==> config.mk <==
export PLATFORM = sky130hd
export DESIGN_NAME = sdf_front
export DESIGN_NICKNAME = d
export VERILOG_FILES = /design/src/rtl/core/sdf_pkg.sv /design/src/rtl/core/sdf_front.sv
export SDC_FILE = /design/constraint.sdc
export NUM_CORES = 1
export LEC_CHECK = 0
export BUFFER_PORTS_ARGS = -buffer_cell sky130_fd_sc_hd__buf_2
export CORE_AREA = 2 2 270 272
export DETAILED_ROUTE_END_ITERATION = 8
export DIE_AREA = 0 0 272 274
export PLACE_DENSITY = 0.72
export SLEW_MARGIN = 40
export SYNTH_ARGS = -nofsm -noshare
export SYNTH_HDL_FRONTEND = slang
export SYNTH_SLANG_ARGS = --single-unit
==> constraint.sdc <==
create_clock -name clock -period 12.85 [get_ports clock]
set_input_delay 0.6425 -clock clock [delete_from_list [all_inputs] [get_ports clock]]
set_output_delay 0.6425 -clock clock [all_outputs]
set_load 0.1 [all_outputs]
==> src/rtl/core/sdf_pkg.sv <==
// Package for the spring-damper force pair: widths, types, register indexes, helpers.
`default_nettype none

package sdf_pkg;

   localparam int WORD_BITS     = 32;
   localparam int FRACTION_BITS = 16;
   localparam int UNIT_BITS     = 30;
   localparam int CFG_BITS      = WORD_BITS - 1;
   localparam int MAG_BITS      = WORD_BITS + 1;
   localparam int SQ_BITS       = 2 * MAG_BITS;
   localparam int LEN_BITS      = MAG_BITS + 1;
   localparam int ROOT_STEPS    = LEN_BITS;
   localparam int RAD_BITS      = 2 * ROOT_STEPS;
   localparam int REM_BITS      = LEN_BITS + 2;
   localparam int QUO_BITS      = UNIT_BITS + 1;
   localparam int DREM_BITS     = LEN_BITS + 1;
   localparam int PROD_BITS     = 2 * WORD_BITS;
   localparam int ACC_BITS      = PROD_BITS + 2;
   localparam int WIDE_BITS     = 72;
   localparam int QUEUE_DEPTH   = 2;
   localparam int QPTR_BITS     = $clog2(QUEUE_DEPTH);
   localparam int QCNT_BITS     = $clog2(QUEUE_DEPTH + 1);

   localparam logic [CFG_BITS-1:0] REST_RESET  = CFG_BITS'(65536);
   localparam logic [CFG_BITS-1:0] STIFF_RESET = CFG_BITS'(65536);
   localparam logic [CFG_BITS-1:0] DAMP_RESET  = CFG_BITS'(0);

   typedef enum logic [1:0] {
      CSR_REST  = 2'd0,
      CSR_STIFF = 2'd1,
      CSR_DAMP  = 2'd2
   } csr_index_type;

   typedef logic signed [WORD_BITS-1:0] word_type;
   typedef logic signed [PROD_BITS-1:0] prod_type;
   typedef logic signed [ACC_BITS-1:0]  acc_type;
   typedef logic signed [WIDE_BITS-1:0] wide_type;

   typedef struct packed {
      word_type first_pos_x;
      word_type first_pos_y;
      word_type first_pos_z;
      word_type second_pos_x;
      word_type second_pos_y;
      word_type second_pos_z;
      word_type first_vel_x;
      word_type first_vel_y;
      word_type first_vel_z;
      word_type second_vel_x;
      word_type second_vel_y;
      word_type second_vel_z;
   } req_type;

   typedef struct packed {
      word_type first_force_x;
      word_type first_force_y;
      word_type first_force_z;
      word_type second_force_x;
      word_type second_force_y;
      word_type second_force_z;
   } rsp_type;

   // classified request: coincident flag, |d| with its sign, both velocities
   typedef struct packed {
      logic                         zero;
      logic [2:0]                   neg;
      logic [2:0][MAG_BITS-1:0]     mag;
      logic [2:0][WORD_BITS-1:0]    va;
      logic [2:0][WORD_BITS-1:0]    vb;
   } item_type;

   typedef struct packed {
      logic     valid;
      item_type item;
   } slot_type;

   function automatic word_type sat_word(input wide_type x);
      wide_type hi;
      wide_type lo;
      hi = {{(WIDE_BITS-WORD_BITS+1){1'b0}}, {(WORD_BITS-1){1'b1}}};
      lo = ~hi;
      if (x > hi) begin
         return word_type'(hi);
      end else if (x < lo) begin
         return word_type'(lo);
      end
      return word_type'(x);
   endfunction

   // shift toward zero
   function automatic wide_type trunc_shift(input wide_type x, input int unsigned sh);
      wide_type mag;
      mag = x[WIDE_BITS-1] ? -x : x;
      mag = mag >> sh;
      return x[WIDE_BITS-1] ? -mag : mag;
   endfunction

endpackage

`default_nettype wire

==> src/rtl/core/sdf_front.sv <==
// Front end: takes requests, forms and classifies the separation, buffers in a short queue.
`default_nettype none

module sdf_front import sdf_pkg::*; (
   input  logic     clock,
   input  logic     reset,
   input  logic     start,
   output logic     busy,
   input  req_type  req_data,
   output slot_type q_out
);

   logic [QPTR_BITS-1:0] wr_ptr_ff, rd_ptr_ff;
   logic [QCNT_BITS-1:0] count_ff, count_in;
   item_type             slot_ff [QUEUE_DEPTH];
   item_type             item_in;
   logic                 push, pop;
   word_type             fp [3];
   word_type             sp [3];
   logic signed [MAG_BITS-1:0] d [3];

   always_comb begin
      fp[0] = req_data.first_pos_x;
      fp[1] = req_data.first_pos_y;
      fp[2] = req_data.first_pos_z;
      sp[0] = req_data.second_pos_x;
      sp[1] = req_data.second_pos_y;
      sp[2] = req_data.second_pos_z;
      item_in.va[0] = req_data.first_vel_x;
      item_in.va[1] = req_data.first_vel_y;
      item_in.va[2] = req_data.first_vel_z;
      item_in.vb[0] = req_data.second_vel_x;
      item_in.vb[1] = req_data.second_vel_y;
      item_in.vb[2] = req_data.second_vel_z;
      for (int i = 0; i < 3; i++) begin
         d[i] = MAG_BITS'(sp[i]) - MAG_BITS'(fp[i]);
         item_in.neg[i] = d[i][MAG_BITS-1];
         item_in.mag[i] = d[i][MAG_BITS-1] ? MAG_BITS'(-d[i]) : MAG_BITS'(d[i]);
      end
      item_in.zero = (d[0] == '0) && (d[1] == '0) && (d[2] == '0);
   end

   assign busy     = (count_ff == QCNT_BITS'(QUEUE_DEPTH));
   assign push     = start && !busy;
   assign pop      = (count_ff != '0);
   assign count_in = count_ff + QCNT_BITS'(push) - QCNT_BITS'(pop);

   assign q_out.valid = pop;
   assign q_out.item  = slot_ff[rd_ptr_ff];

   always_ff @(posedge clock) begin
      if (reset) begin
         wr_ptr_ff <= '0;
         rd_ptr_ff <= '0;
         count_ff  <= '0;
      end else begin
         count_ff <= count_in;
         if (push) begin
            wr_ptr_ff <= wr_ptr_ff + QPTR_BITS'(1);
         end
         if (pop) begin
            rd_ptr_ff <= rd_ptr_ff + QPTR_BITS'(1);
         end
      end
   end

   always_ff @(posedge clock) begin
      if (push) begin
         slot_ff[wr_ptr_ff] <= item_in;
      end
   end

endmodule

`default_nettype wire

==> flow_summary.yaml <==
floorplanning:
  start_util: 0.417
  die_area_sq_um: 74500
  rows: 99
  die_x_microns: 272
  io_pins: 684
  die_h_microns: 274
  core_region_area_sq_um: 72000
critical_path:
  crit_arrival_ns: 4.42
  cp.required_ns: 13.24
  cp_slowest_cell: "nor4_1"
  cpMostUsedCell: "inv_1"
  critPathMaxStageDelay_ns: 0.63
  cp-start-kind: "input pin"
  crit_path_max_fanout: 7
  cp-end-kind: "register"
  worstSetupPathType: "input pin to register"
  worstPathCellList: "buf_2 > inv_1 > ha_1 > inv_1 > fa_1 > a211oi_1 > o21ai_2 > a21oi_1 > xor2_1 > o2111ai_1 > nor4_1 > nor4bb_1 > and3_1 > nand4b_1 > nor4_2"
yosys:
  synth_most_common_cell: "edfxtp_1"
  synth_cells: 2276
  synth_flop_cell: "edfxtp_1"
  synth_cell_types: 96
  async_flop_share: 0
  netlist.top_cell.by_area: "edfxtp_1"
  syn_avg_cell_area_sq_um: 13.2
  synth_common_cells: "edfxtp_1 (590), mux2_2 (295), a21oi_1 (135), inv_1 (133), nand2_1 (128)"
  synthTopCellsByArea: "edfxtp_1 (59%), mux2_2 (11%), ha_1 (4.2%)"
  ys_seq_area_frac: 0.593
  yosysWarnings: 0
  postSynthNetCount: 2767
  synth_area_sq_um: 30000
  synth_enable_flop_cells: 590
  synth_seq_cells: 595
  synth_top_area_share: 0.590
sta:
  min_period_ns: 4.02
  clock_skew_ns: 0.0247
  tns_ns: 0
  finalHoldViolCount: 0
  finalSetupViolCount: 0
  slew_viol_final: 0
  fmax_mhz: 249
  slew_headroom: 0.510
  post-route-period-util: 0.313
  max_slew.worst_pin.slew_ns: 0.731
  setup_slack_ns: 8.83
  grt_setup_unrepaired: "false"
clock_tree:
  holdBufCountCts: 0
  clkSinkCount: 595
  clk-insertion-delay-late_ns: 0.62
  tritoncts: "yes"
  cts_max_path_buffers: 3
  htree_levels: 3
  root_buffer: "clkbuf_16"
  cts_buffers: 67
  cts-resized-gates: 0
  path_clk_slew_ns: 0.06
  cts_setup_buffers: 0
route:
  drcViolationCount: 0
  avgRoutedWirePerCell_microns: 19.4
  wirelength_mm: 77.3
  firstDrtPassIters: 8
  via_per_inst: 5.27
  drtIter0Drc: 1458
  vias: 21000
  ant_nets: 0
final_layout:
  num-nets-final: 3454
  fill_cells: 6238
  drive_gt1_frac: 0.381
  syn_to_final_growth_pct: 22.5
place:
  dp.final_hpwl_mm: 57.8
  gp_congestion: 0.901
  place.port_buffers: 683
  place_ws_ns: 8.21
pwr:
  power_density_nw_per_um2: 173
  ir_drop_mv: 0.126
  leakage_nw: 14.4
grt:
  grt_pass1_vias: 20100
  grt_first_pass_wirelength_mm: 113
  track_usage: 0.197
  grt_max_degree: 96
  antenna_found_initial: 13
  grt-ovfl-total: 0
outcome:
  status: "complete, no violations"
hold_path:
  min_path_type: "input pin to register"
flow_run:
  cap_violations: 0
## cells in the final DEF (no fill, tap or decap), drive strengths merged, types with 31 or more instances in the layout
cell type    n
buf        700
edfxtp     590
mux2       295
inv        138
a21oi      136
nand2      128
nor2       108
ha         101
xnor2       98
o21ai       81
clkbuf      80
xor2        52
nor3        40
nand3       32
a21o        31
## path summary, 6_finish.rpt
path | start | to | slack [ns] | depth (start not counted)
min | req_data[156] | slot_ff[1][156] | 0.21 | 1
max reg2reg | count_ff[0] | slot_ff[1][12] | 10.08 | 4
min reg2reg | count_ff[1] | count_ff[1] | 0.45 | 2
max | req_data[192] | slot_ff[1][294] | 8.83 | 15
## report_power, final
group / total (mW) / leakage, nW / internal [mW] / switching, mW
clock network: 1.89 / 1.07 / 1.10 / 0.790
registers: 2.41 / 5.58 / 2.37 / 0.0345
logic: 2.05 / 7.74 / 0.466 / 1.59
total: 6.35 / 14.4 / 3.94 / 2.41
## cell families after synthesis
| family | Yosys count | synth area share |
|---|---|---|
| DFF | 595 | 0.593 |
| and+or+nand+nor | 471 | 0.0812 |
| AOI/OAI and AO/OA | 442 | 0.0978 |
| muxes | 299 | 0.112 |
| buffers and inverters | 215 | 0.0282 |
| xor gates and xnor gates | 150 | 0.0437 |
| adders and majority gates | 104 | 0.0441 |
## state kept, by name, summed over array words and instances, names as in the netlist, named ones only
name	count
rd_ptr_ff	1
slot_ff	590
wr_ptr_ff	1
count_ff	2
## cell type report
class | instances | area (sq um) | area share
Sequential cell | 595 | 17800 | 0.484
Inverter | 133 | 499 | 0.0136
Clock inverter | 40 | 495 | 0.0135
Clock buffer | 80 | 1730 | 0.0469
Tap cell | 959 | 1200 | 0.0326
Timing Repair Buffer | 700 | 3630 | 0.0988
Antenna cell | 4 | 10.0 | 0.000272
Multi-Input combinational cell | 1466 | 11400 | 0.310
## stage by stage
stage          std cells  total power [mW]   util  hold WS [ns]  area (sq um)
2_1_floorplan       2276              4.09      -         0.418         30000
3_3_place_gp        3850              4.47  0.479         0.425         34500
3_5_place_dp        3852              4.49  0.480         0.438         34500
4_1_cts             3972              6.41  0.511         0.163         36800
5_1_grt             3975              6.59  0.511         0.175         36800
6_report            3977              6.35  0.511         0.211         36800
## worst max-delay path, delay by kind of cell
family,cells,cell delay (ns)
buf+inv,3,0.18
simple gates,5,1.83
xor+xnor,1,0.22
fa+ha+maj,2,0.58
compound gates,4,0.96
## routing by layer
layer | vias to the layer above | GRT usage | routed length, microns | share of wire
met5 | - | 0 | 69 | 0.00089
met4 | 10 | 0.0781 | 2690 | 0.035
met3 | 151 | 0.0507 | 6420 | 0.083
met2 | 769 | 0.336 | 37800 | 0.49
met1 | 10000 | 0.238 | 30400 | 0.39
li1 | 9988 | - | - | -
Note: power is estimated with default switching activity, not from simulation.
